<file path="config.mk">
export PLATFORM = sky130hd
export DESIGN_NAME = rau_multiplier
export DESIGN_NICKNAME = d
export VERILOG_FILES = /design/src/rtl/rau_pkg.sv /design/src/rtl/rau_multiplier.sv
export SDC_FILE = /design/constraint.sdc
export NUM_CORES = 2
export LEC_CHECK = 0
export ABC_AREA = 1
export CORE_MARGIN = 10
export CORE_UTILIZATION = 45
export CTS_CLUSTER_SIZE = 24
export DETAILED_ROUTE_END_ITERATION = 10
export DONT_BUFFER_PORTS = 1
export GPL_ROUTABILITY_DRIVEN = 0
export PLACE_DENSITY = 0.59
export SYNTH_ARGS = -nofsm -noshare
export SYNTH_HDL_FRONTEND = slang
export SYNTH_SLANG_ARGS = --single-unit
</file>
<file path="constraint.sdc">
create_clock -name clk -period 6.5 [get_ports clk]
set_clock_uncertainty 0.15 [all_clocks]
set_input_delay 0.975 -clock clk [delete_from_list [all_inputs] [get_ports clk]]
set_output_delay 0.975 -clock clk [all_outputs]
set_load 0.005 [all_outputs]
</file>
<file path="src/rtl/rau_pkg.sv">
package rau_pkg;

    localparam int unsigned VALUE_WIDTH_DEF = 32;

    typedef enum logic [2:0] {
        OP_ADD = 3'd0,
        OP_SUB = 3'd1,
        OP_MUL = 3'd2,
        OP_DIV = 3'd3,
        OP_LT  = 3'd4,
        OP_EQ  = 3'd5
    } op_code_t;

    typedef enum logic [1:0] {
        ST_OK       = 2'd0,
        ST_ZERO_DEN = 2'd1,
        ST_DIV_ZERO = 2'd2,
        ST_OVERFLOW = 2'd3
    } status_code_t;

    typedef struct packed {
        logic [2:0]         operation;
        logic signed [31:0] num_a;
        logic signed [31:0] den_a;
        logic signed [31:0] num_b;
        logic signed [31:0] den_b;
    } in_item_t;

    typedef struct packed {
        logic signed [31:0] res_num;
        logic [30:0]        res_den;
        logic               compare_true;
        logic [1:0]         status;
    } out_item_t;

    typedef struct packed {
        logic start;
        logic busy;
        logic done;
    } unit_ctl_t;

endpackage

</file>
<file path="src/rtl/rau_multiplier.sv">
module rau_multiplier (
    input  logic        clk,
    input  logic        start,
    input  logic [31:0] mul_a,
    input  logic [31:0] mul_b,
    output logic [63:0] product
);
    import rau_pkg::*;

    logic [63:0] prod_reg;

    always_ff @(posedge clk)
    begin
        if (start)
            prod_reg <= 64'(mul_a) * 64'(mul_b);
    end

    assign product = prod_reg;
endmodule

</file>
After elaboration in Yosys (flattened, before gate mapping)
Cells that the tools add are included.
{"block": "totals", "inputBits": 66, "regBits": 64, "output_inout_bits": 64}
{"block": "classes", "mul": 1}
{"cell": "$mul A32 B32 Y64", "n": 1}

Depth between registers and ports, before layout
{"block": "logic_depth", "ltp_word": 1, "mapped_depth": 30, "ltp_nobuf": 29}

Worst setup path after synthesis
Ideal clock, no wire load.
{"block": "synth_timing", "path_kind": "input to register", "from": "in mul_a[25]", "to": "reg prod_reg[60] (netlist: product[60]), data pin", "setup_time_ns": 0.252, "required_ns": 6.098, "slack_ns": -0.580, "path_stages": 26, "n_path_buf": 1, "arrival_time_ns": 6.677, "path_cell_list": "clkbuf_1 -> nand2_1 -> fa_1 -> inv_1 -> fa_1 -> inv_1 -> fa_1 -> inv_1 -> fa_1 -> fa_1 -> fa_1 -> fa_1 -> inv_1 -> fa_1 -> inv_1 -> ha_1 -> nand2_1 -> nand2_1 -> a21oi_1 -> nand2_1 -> nand2_1 -> nand2_1 -> a21oi_1 -> nand2_1 -> nand2_1 -> nand2_1"}
{"block": "synth_via", "elab_chain_len": 1}
{"item": "start, declared", "line_no": "rau_multiplier.sv:4", "source": "input logic [31:0] mul_a,"}
{"item": "$mul A32 B32 Y64", "line_no": "rau_multiplier.sv:15", "source": "prod_reg <= 64'(mul_a) * 64'(mul_b);"}
{"item": "end signal, assigned", "line_no": "rau_multiplier.sv:15"}
{"item": "end, declared", "line_no": "rau_multiplier.sv:10", "source": "logic [63:0] prod_reg;"}
Every way passes these cells.
A chain may end at the register's enable or synchronous reset.

Worst setup path in the final report
{"block": "layout_timing", "from": "in mul_a[16]", "to": "reg prod_reg[50] (netlist: product[50]), data pin"}
The elaborated chain is that of the path after synthesis.

==> impl_metrics.tcl <==
set metrics [dict create \
    synth.avg_cell_area_sq_um 7.57 \
    portBuffers 0 \
    die_width_microns 311 \
    fp.dieH_microns 311 \
    cts_inserted_buffers 9 \
    grt_pass1_vias 32700 \
    start_util_pct 45.5 \
    firstDrtPassIters 5 \
    grt_max_degree 65 \
    antenna_found_initial 0 \
    wl_met2_microns 58600 \
    rsz0062_at_grt "yes" \
    cp-start-kind "primary input" \
    critPathRequiredTime_ps 6440 \
    ys_ff_latch 64 \
    syn2layout_area_growth_pct 11.6 \
    hold_viol 0 \
    wl_met1_microns 45200 \
    clk_path_buf_depth 2 \
    setup.worst_path.start "mul_a[16]" \
    drt_iter0_markers 1897 \
    slew_violations 0 \
    place_ws_ps -706 \
    max_cap_violations 0 \
    grt_pass1_wl_microns 186000 \
    final-setup-viol-count 43 \
    overflow 0 \
    critPathCaptureType "flip-flop" \
    min_path_type "primary input to flip-flop" \
    fin_crit_sh_pct 104 \
    clkSinkCount 64 \
    violations "setup timing" \
    top_layer "met4" \
    root_buffer "clkbuf_16" \
    core_area_sq_um 83700 \
    whs_path_depth 0 \
    endpoint "product[50]" \
    status "finished with violations" \
    synth_cell_types 23 \
    ys_seq_area_share_pct 5.05 \
    critical_path_class "primary input to flip-flop" \
    worstMarginPinSlew_ps 459 \
    relSlewSlack_pct 69.3 \
    cts_hold_buf 0 \
    synth_fp_nets 6248 \
    h-tree-depth 3 \
    dp_hpwl_microns 89400 \
    drcViolationCount 0 \
    grtUsageTotal_pct 24.4 \
    clk_pin_slew_ps 60 \
    netlist_area_sq_um 38000 \
    period_needed_ps 6780 \
    tns_ps -9340 \
    syn_inst 5023 \
    antennaDiodeCount 0 \
    wl_met3_microns 6190 \
    num_rows 106 \
    totalWireLength_microns 115000 \
    largest_register_ff_count 64 \
    pin_count 130 \
    dr_total_vias 29800 \
    path_max_fanout 32 \
    critPathArrivalTime_ps 6720 \
    fin_ws_ps -285 \
    routed_via_density 4.87 \
    wl_per_cell_microns 18.9 \
    die_area_sq_um 96600 \
    nFillCells 8135 \
    layout-drive-gt1-share_pct 14.8 \
    ant_nets 0 \
    ys_warn_count 0 \
    fin_nets 6204 \
    max_freq_ghz 0.147 \
    cts_tree "yes" \
]
## routing by layer
layer	up-vias	track usage (%)
met1	15000	30.3
met2	927	44.0
met3	278	2.12
met4	0	8.50
li1	13600	-
met5	-	0
## final cells by class
cell class                      count  area, sq um  share of cell area, %
Sequential cell                    64         1920                   4.53
Inverter                         1735         6550                   15.4
Timing Repair Buffer              137         1140                   2.68
Clock buffer                        9          225                  0.531
Tap cell                         1134         1420                   3.34
Multi-Input combinational cell   3032        31200                   73.4
Clock inverter                      7         46.3                  0.109
## kinds of logic (layout without fill, tap and decap cells)
logic type                 Yosys count  in the layout  share of synthesized area [%]
buffers and inverters             1927           1888                           19.0
and+or+nand+nor                   1781           1781                           18.5
adders and majority gates         1159           1159                           55.8
DFF                                 64             64                           5.05
AOI/OAI and AO/OA                   57             57                          0.839
xor gates and xnor gates            35             35                          0.806
## metrics by stage
step	hold WS [ps]	cells	util (%)	area (sq um)
4_1_cts	599	6103	49.5	41400
3_3_place_gp	944	6083	48.1	40300
5_1_grt	594	6118	50.7	42500
2_1_floorplan	937	5023	-	39200
6_report	608	6118	50.7	42500
3_5_place_dp	944	6083	48.1	40300
## cells in the mapped netlist, drive strengths merged
| library cell | number | area (sq um) |
|---|---|---|
| o21ai | 2 | 10.0 |
| clkbuf | 192 | 721 |
| edfxtp | 64 | 1920 |
| nand2 | 1581 | 5970 |
| nor3 | 18 | 131 |
| a21oi | 43 | 215 |
| fa | 896 | 17900 |
| ha | 263 | 3290 |
| nand4 | 16 | 100 |
| o21bai | 12 | 93.8 |
| xnor2 | 2 | 17.5 |
| xor2 | 33 | 289 |
| inv | 1735 | 6510 |
| nor2 | 101 | 459 |
| nand3 | 65 | 370 |
## timing repair
action                                  CTS  global route
pin swaps                               172           232
setup buffers                             8            15
endpoints found under the setup margin   46            48
resized for setup                       256           307
## worst max-delay path: stages
cell and delay [ps]:
nand2_1 100, inv_1 50, fa_1 480, fa_1 570
inv_2 50, fa_1 480, fa_1 520, inv_2 40
fa_1 580, fa_1 440, fa_2 590, fa_1 460
ha_4 300, nand2_4 110, nor2_4 60, buf_4 140
a21oi_4 220, buf_4 150, o21bai_1 50, nand2_1 80
nand3_1 70, nand2_1 70, nand2_1 40
## worst min path at each step
stage	to	start
2_1_floorplan	product[0]	start
3_3_place_gp	product[7]	start
3_5_place_dp	product[7]	start
4_1_cts	product[9]	start
5_1_grt	product[8]	start
6_report	product[8]	start
## cells in the final DEF (no fill, tap or decap), drive strengths merged, types with 33 or more instances in the layout
cell type / n
ha: 263
nand2: 1581
fa: 896
xor2: 33
nand3: 65
edfxtp: 64
a21oi: 43
buf: 137
inv: 1737
nor2: 101
Power is not shown: default switching activity piles up to over one toggle a cycle in this logic, so the estimate is an artifact.
