--- src/rtl/rau_pkg.sv ---
package rau_pkg;

    localparam int unsigned VALUE_WIDTH_DEF = 32;

    typedef enum logic [2:0] {
        OP_ADD = 3'd0,
        OP_SUB = 3'd1,
        OP_MUL = 3'd2,
        OP_DIV = 3'd3,
        OP_LT  = 3'd4,
        OP_EQ  = 3'd5
    } op_code_t;

    typedef enum logic [1:0] {
        ST_OK       = 2'd0,
        ST_ZERO_DEN = 2'd1,
        ST_DIV_ZERO = 2'd2,
        ST_OVERFLOW = 2'd3
    } status_code_t;

    typedef struct packed {
        logic [2:0]         operation;
        logic signed [31:0] num_a;
        logic signed [31:0] den_a;
        logic signed [31:0] num_b;
        logic signed [31:0] den_b;
    } in_item_t;

    typedef struct packed {
        logic signed [31:0] res_num;
        logic [30:0]        res_den;
        logic               compare_true;
        logic [1:0]         status;
    } out_item_t;

    typedef struct packed {
        logic start;
        logic busy;
        logic done;
    } unit_ctl_t;

endpackage

--- src/rtl/rau_divider.sv ---
module rau_divider #(
    parameter int unsigned W = 64
) (
    input  logic         clk,
    input  logic         rst_n,
    input  logic         start,
    input  logic [W-1:0] dividend,
    input  logic [W-1:0] divisor,
    output logic         busy,
    output logic         done,
    output logic [W-1:0] quotient,
    output logic [W-1:0] remainder
);
    import rau_pkg::*;

    localparam int unsigned CW = $clog2(W + 1);

    logic [CW-1:0] count_reg;
    logic          busy_reg;
    logic          done_reg;
    logic [W-1:0]  quo_reg;
    logic [W-1:0]  rem_reg;
    logic [W-1:0]  dsr_reg;
    logic [W:0]    trial;

    assign trial = {rem_reg, quo_reg[W-1]} - {1'b0, dsr_reg};

    always_ff @(posedge clk or negedge rst_n)
    begin
        if (!rst_n)
        begin
            busy_reg  <= 1'b0;
            done_reg  <= 1'b0;
            count_reg <= '0;
        end
        else
        begin
            done_reg <= 1'b0;
            if (start)
            begin
                busy_reg  <= 1'b1;
                count_reg <= CW'(W);
            end
            else if (busy_reg)
            begin
                count_reg <= count_reg - 1'b1;
                if (count_reg == CW'(1))
                begin
                    busy_reg <= 1'b0;
                    done_reg <= 1'b1;
                end
            end
        end
    end

    always_ff @(posedge clk)
    begin
        if (start)
        begin
            quo_reg <= dividend;
            rem_reg <= '0;
            dsr_reg <= divisor;
        end
        else if (busy_reg)
        begin
            if (!trial[W])
            begin
                rem_reg <= trial[W-1:0];
                quo_reg <= {quo_reg[W-2:0], 1'b1};
            end
            else
            begin
                rem_reg <= {rem_reg[W-2:0], quo_reg[W-1]};
                quo_reg <= {quo_reg[W-2:0], 1'b0};
            end
        end
    end

    assign busy      = busy_reg;
    assign done      = done_reg;
    assign quotient  = quo_reg;
    assign remainder = rem_reg;
endmodule

--- config.mk ---
export PLATFORM = sky130hd
export DESIGN_NAME = rau_divider
export DESIGN_NICKNAME = d
export VERILOG_FILES = /design/src/rtl/rau_pkg.sv /design/src/rtl/rau_divider.sv
export SDC_FILE = /design/constraint.sdc
export NUM_CORES = 1
export LEC_CHECK = 0
export ABC_AREA = 1
export BUFFER_PORTS_ARGS = -buffer_cell sky130_fd_sc_hd__buf_2
export CAP_MARGIN = 20
export CORE_MARGIN = 2
export CORE_UTILIZATION = 40
export CTS_CLUSTER_SIZE = 28
export DETAILED_ROUTE_END_ITERATION = 8
export GPL_ROUTABILITY_DRIVEN = 0
export PLACE_DENSITY = 0.62
export SLEW_MARGIN = 25
export SYNTH_ARGS = -nofsm -noshare
export SYNTH_HDL_FRONTEND = slang
export SYNTH_SLANG_ARGS = --single-unit
--- constraint.sdc ---
create_clock -name clk -period 3.11 [get_ports clk]
set_input_delay 0.1555 -clock clk [delete_from_list [all_inputs] [get_ports clk]]
set_output_delay 0.1555 -clock clk [all_outputs]
set_load 0.02 [all_outputs]
# Word level (Yosys, flattened, before mapping)
# Index checks and enable logic that the tools add are counted.
[op_classes]
n_addsub = 2
n_mul = 0
div_mod_pow = 0
n_lt_le_gt_ge = 0
n_eq_ne = 1
n_shift = 0
n_mux = 12
bitwise_logic = 0
n_reduce_logical = 1
[op_table]
columns = ["operator", "n"]
rows = [
  ["two-way mux 64 bit", 3],
  ["subtractor 65 x 64 -> 65 bit", 1],
  ["two-way mux 7 bit", 2],
  ["equality test 7 x 1 -> 1 bit (second input constant)", 1],
  ["two-way mux 1 bit", 7],
  ["subtractor 7 x 1 -> 7 bit (second input constant)", 1],
  ["nonzero test 2 bit", 1],
]
[totals]
regBits = 201
latchBits = 0
ramBits = 0
rom_bits = 0
input_bits = 131
output_inout_bits = 130
word_cells = 22
memories = 0

# Longest topological paths before layout
[logic_depth]
depth_word = 4
ltp_mapped = 21
depth_no_buf = 19

# Worst setup path after synthesis
# OpenSTA, ideal clock, no wires.
[synth_path]
path_type = "register -> register"
startpoint = "register quo_reg[63], in the netlist quotient[63]"
endpoint = "register quo_reg[0], in the netlist quotient[0] (data pin)"
setup_time_ps = 269
t_arrival_ps = 2368
t_required_ps = 2841
setup_slack_ps = 473
path_stages_with_launch = 20
path_buffers = 2
synth_period_minus_slack_ps = 2637
path_cell_list = "edfxtp_1 > inv_1 > ha_1 > fa_1 > inv_1 > nand2_1 > nand2_1 > nand3_1 > nand2_2 > nand2_1 > nand2_2 > nand2_1 > nand2_2 > nand2_2 > nand2_2 > nand2_1 > nand2_2 > buf_12 > buf_6 > o21ai_0"
[synth_between]
elab_chain_len = 4
[synth_rtl]
columns = ["element", "line_no", "source"]
rows = [
  ["start: declaration", "rau_divider.sv:21", "logic [W-1:0] quo_reg;"],
  ["start signal: assignment", "rau_divider.sv:60", "quo_reg <= dividend;"],
  ["start signal: assignment", "rau_divider.sv:69", "quo_reg <= {quo_reg[W-2:0], 1'b1};"],
  ["start signal: assignment", "rau_divider.sv:74", "quo_reg <= {quo_reg[W-2:0], 1'b0};"],
  ["subtractor 65 x 64 -> 65 bit", "rau_divider.sv:26", "assign trial = {rem_reg, quo_reg[W-1]} - {1'b0, dsr_reg};"],
  ["two-way mux 1 bit", "rau_divider.sv:66", "if (!trial[W])"],
  ["two-way mux 64 bit", "rau_divider.sv:64", "else if (busy_reg)"],
  ["two-way mux 64 bit", "rau_divider.sv:58", "if (start)"],
]
# No other way between the ends. The select of a mux whose other input is x is not followed.
# A chain may end at the register's enable or synchronous reset.

# Worst setup path in the final report
[layout_path]
startpoint = "register quo_reg[63], in the netlist quotient[63]"
endpoint = "register rem_reg[21], in the netlist remainder[21]"
[layout_between]
elab_chain_len = 2
[layout_rtl]
columns = ["element", "line_no", "source"]
rows = [
  ["subtractor 65 x 64 -> 65 bit", "rau_divider.sv:26", ""],
  ["two-way mux 64 bit", "rau_divider.sv:66", ""],
  ["end signal: assignment", "rau_divider.sv:68", "rem_reg <= trial[W-1:0];"],
  ["end signal: assignment", "rau_divider.sv:73", "rem_reg <= {rem_reg[W-2:0], quo_reg[W-1]};"],
  ["end: declaration", "rau_divider.sv:22", "logic [W-1:0] rem_reg;"],
]
# No other way between the ends.

==> flow_results.xml <==
<?xml version="1.0" encoding="UTF-8"?>
<metrics>
  <group name="status">
    <metric name="outcome" unit="">finished clean</metric>
  </group>
  <group name="cells_and_area">
    <metric name="layout.nets" unit="">2877</metric>
    <metric name="post_layout_nonfiller_instances" unit="">3157</metric>
    <metric name="layout-drive-gt1-share" unit="%">13.88</metric>
    <metric name="areaGrowthSynthToFinish" unit="%">26.51</metric>
    <metric name="fill_cells" unit="">3635</metric>
  </group>
  <group name="floorplan">
    <metric name="floorplan.initialDensity" unit="%">40.85</metric>
    <metric name="rows" unit="">69</metric>
    <metric name="die-width" unit="microns">195.1</metric>
    <metric name="die_area" unit="sq um">38040</metric>
    <metric name="die_height" unit="microns">195.1</metric>
    <metric name="io-pin-count" unit="">261</metric>
    <metric name="coreArea" unit="sq um">35740</metric>
  </group>
  <group name="clocking">
    <metric name="worst_skew_pair.late_latency" unit="ns">0.56</metric>
    <metric name="cts_buffers" unit="">25</metric>
    <metric name="clkSlewWorstSetupHoldPaths" unit="ns">0.06</metric>
    <metric name="clock_tree.root_cell" unit="">clkbuf_16</metric>
    <metric name="cts.sinks" unit="">201</metric>
    <metric name="clock_tree_from_tritoncts" unit="">done</metric>
    <metric name="cts_max_level" unit="">1</metric>
    <metric name="cts.repair_timing.setup_buffer_count" unit="">0</metric>
    <metric name="number_of_cells_upsized_or_downsized_after_cts" unit="">0</metric>
    <metric name="cts_buffer_depth" unit="">3</metric>
  </group>
  <group name="logic_synthesis">
    <metric name="synth_area_per_cell" unit="sq um">6.367</metric>
    <metric name="dominantRegCellSynth" unit="">edfxtp_1</metric>
    <metric name="synth.cell_area" unit="sq um">14600</metric>
    <metric name="net_count_synth" unit="">2491</metric>
    <metric name="yosys_register_bits" unit="">201</metric>
    <metric name="synth_cell_types" unit="">36</metric>
    <metric name="synth_edf_count" unit="">128</metric>
    <metric name="count_of_yosys_warnings_during_synthesis" unit="">0</metric>
    <metric name="synth_cells" unit="">2293</metric>
    <metric name="synth_async_sr_flop_share" unit="%">4.478</metric>
    <metric name="ys_seq_area_share" unit="%">36.64</metric>
  </group>
  <group name="power">
    <metric name="worst_ir_drop_vdd" unit="uV">394.3</metric>
    <metric name="power_density" unit="nW/um^2">389.4</metric>
    <metric name="p_leak" unit="nW">10.65</metric>
  </group>
  <group name="setup_path">
    <metric name="largest_incremental_delay_on_the_critical_path" unit="ns">0.41</metric>
    <metric name="worstPathMaxFanout" unit="">65</metric>
    <metric name="worst_ep_arrival_time" unit="ns">3.24</metric>
    <metric name="worstSetupEndpointType" unit="">flip-flop</metric>
    <metric name="crit_path_top_delay_cell" unit="">fa_1</metric>
    <metric name="worst_path_most_repeated_cell" unit="">nand2_1</metric>
    <metric name="crit_chain" unit="">inv_1, ha_1, fa_1, inv_1, nand2_1, nand2_1, nand3_1, nand2_2, nand2_1, nand2_2, nand2_1, nand2_2, nand2_2, nand2_2, nand2_1, nand2_2, buf_12, nand2_1, nand3_1, nand2_1</metric>
    <metric name="crit_family" unit="">simple AND/OR/NAND/NOR gates</metric>
    <metric name="critPathBufInv" unit="">3</metric>
    <metric name="crit_type" unit="">flip-flop to flip-flop</metric>
    <metric name="worstPathRequired" unit="ns">3.56</metric>
    <metric name="critical_path.startpoint_type" unit="">flip-flop</metric>
  </group>
  <group name="global_route">
    <metric name="grt_first_pass_wirelength" unit="microns">73710</metric>
    <metric name="vias_in_the_first_global_route" unit="">14496</metric>
    <metric name="antenna_violations_before_repair" unit="">1</metric>
    <metric name="groute.usage.overall" unit="%">24.06</metric>
    <metric name="pin_count_of_the_biggest_net_entering_global_routing" unit="">121</metric>
    <metric name="grt_overflow_total" unit="">0</metric>
  </group>
  <group name="timing">
    <metric name="timing.fmax" unit="MHz">358.9</metric>
    <metric name="slew_headroom" unit="%">47.76</metric>
    <metric name="final_worst_path_period_share" unit="%">89.59</metric>
    <metric name="finalCriticalPeriod" unit="ns">2.786</metric>
    <metric name="slew_violations" unit="">0</metric>
    <metric name="setup-violations-final" unit="">0</metric>
    <metric name="timing_hold_violations_final" unit="">0</metric>
    <metric name="clock_skew" unit="ns">0.02450</metric>
    <metric name="grt_setup_unrepaired" unit="">no</metric>
    <metric name="worst-slew-pin-transition" unit="ns">0.7818</metric>
    <metric name="timing.setup.tns" unit="ns">0</metric>
  </group>
  <group name="route">
    <metric name="firstDrtPassIters" unit="">5</metric>
    <metric name="drt_iter0_markers" unit="">1014</metric>
    <metric name="detail_route.vias_per_cell" unit="">4.694</metric>
    <metric name="detail-route-antenna-nets" unit="">0</metric>
    <metric name="routedWlPerCell" unit="microns">14.44</metric>
    <metric name="dr_total_vias" unit="">14818</metric>
    <metric name="detail_route.drc_violations" unit="">0</metric>
    <metric name="total_wirelength_of_the_detailed_routed_design" unit="microns">45590</metric>
  </group>
  <group name="job">
    <metric name="maxCapViolations" unit="">0</metric>
  </group>
  <group name="placed_design">
    <metric name="io_buffer_count" unit="">260</metric>
    <metric name="place_inst" unit="">2982</metric>
    <metric name="hpwlAfterDp" unit="microns">35470</metric>
  </group>
  <group name="min_path">
    <metric name="class_of_the_most_critical_hold_timing_path" unit="">input port to flip-flop</metric>
  </group>
</metrics>
## cell usage in the layout (no fill, tap or decap), types with 6 or more instances in the layout
master         instances
nor2_1               104
nand3b_1               7
nor2_2                 7
buf_2                259
inv_1                495
nand3_1              131
clkbuf_16             25
dfxtp_1               64
a21oi_1               52
nand4_1                9
nor3_1                13
xnor2_1               25
inv_2                  6
buf_4                  7
o21ai_0               19
edfxtp_1             128
clkbuf_1               7
nand2_1             1047
xor2_1                 6
nand2_2               46
dlygate4sd3_1        131
dfrtp_1                9
ha_1                  66
## through the flow
stage / util [%] / worst slack, ns / total power, W / hold WS (ns) / area, sq um
after floorplan: - / 0.4730 / 0.003788 / -0.1401 / 14600
after global placement: 45.73 / 0.3712 / 0.004165 / 0.02001 / 16350
after detailed placement: 45.73 / 0.2761 / 0.004173 / 0.02507 / 16350
after CTS: 51.67 / 0.2845 / 0.007276 / 0.2720 / 18470
after global routing: 51.68 / 0.04517 / 0.007530 / 0.2890 / 18470
final: 51.68 / 0.3237 / 0.007193 / 0.3054 / 18470
## cell families after synthesis
kind of cell,Yosys count,share of synthesized area [%]
AND/OR/NAND/NOR,1376,38.29
buffers and inverters,543,14.77
flip-flops,201,36.64
AO/OA/AOI/OAI,75,2.648
adder cells (fa/ha/maj),67,5.793
XOR/XNOR,31,1.860
## metal layers
metal / GRT usage [%] / vias up / share of wire, %
met5: 0 / - / 0
met4: 9.556 / 0 / 4.5
met3: 4.819 / 98 / 7.6
met2: 41.08 / 529 / 46
met1: 29.82 / 6575 / 42
li1: - / 7616 / -
## power by group
part | total [W] | internal [W] | leakage (nW) | switching (W)
clock | 0.00293 | 0.00176 | 0.399 | 0.00117
combinational | 0.00111 | 0.000434 | 8.29 | 0.000681
sequential | 0.00315 | 0.00304 | 1.95 | 0.000100
## final timing paths
kind                            slack [ns]           from  cells past startpoint       endpoint
worst max-delay path                  0.32   quotient[63]                     20  remainder[21]
worst min-delay path                  0.31    divisor[41]                      2    dsr_reg[41]
worst max register to register        0.32   quotient[63]                     20  remainder[21]
worst min register to register        0.48  remainder[12]                      2  remainder[12]
max in group asynchronous             2.20          rst_n                      3   count_reg[4]
min in group asynchronous             0.60          rst_n                      3   count_reg[3]
## cell usage after synthesis (all sizes together), types with 3 or more instances
master | number | area share [%]
a21oi | 54 | 1.9
o21ai | 19 | 0.65
nand4 | 9 | 0.39
xnor2 | 25 | 1.5
nand3 | 132 | 4.6
nand2 | 1095 | 29
nor3 | 13 | 0.45
ha | 66 | 5.7
dfxtp | 64 | 8.8
dfrtp | 9 | 1.5
nor2 | 115 | 3.2
inv | 501 | 13
clkbuf | 21 | 0.54
buf | 21 | 1.3
nand3b | 7 | 0.36
edfxtp | 128 | 26
xor2 | 6 | 0.36
nor4 | 3 | 0.23
## final cells by class
| cell class | count | area (sq um) | area share [%] |
|---|---|---|---|
| Antenna cell | 1 | 2.502 | 0.01355 |
| Clock buffer | 33 | 665.6 | 3.604 |
| Clock inverter | 10 | 145.1 | 0.7858 |
| Inverter | 501 | 1881 | 10.18 |
| Multi-Input combinational cell | 1549 | 7109 | 38.49 |
| Sequential cell | 201 | 5350 | 28.97 |
| Tap cell | 461 | 576.8 | 3.123 |
| Timing Repair Buffer | 401 | 2740 | 14.84 |
## what timing repair did
action	4_1_cts	5_1_grt
hold endpoints to repair	138	0
endpoints found under the setup margin	0	0
hold buffers	131	0
Note: power is estimated with default switching activity, not from simulation.
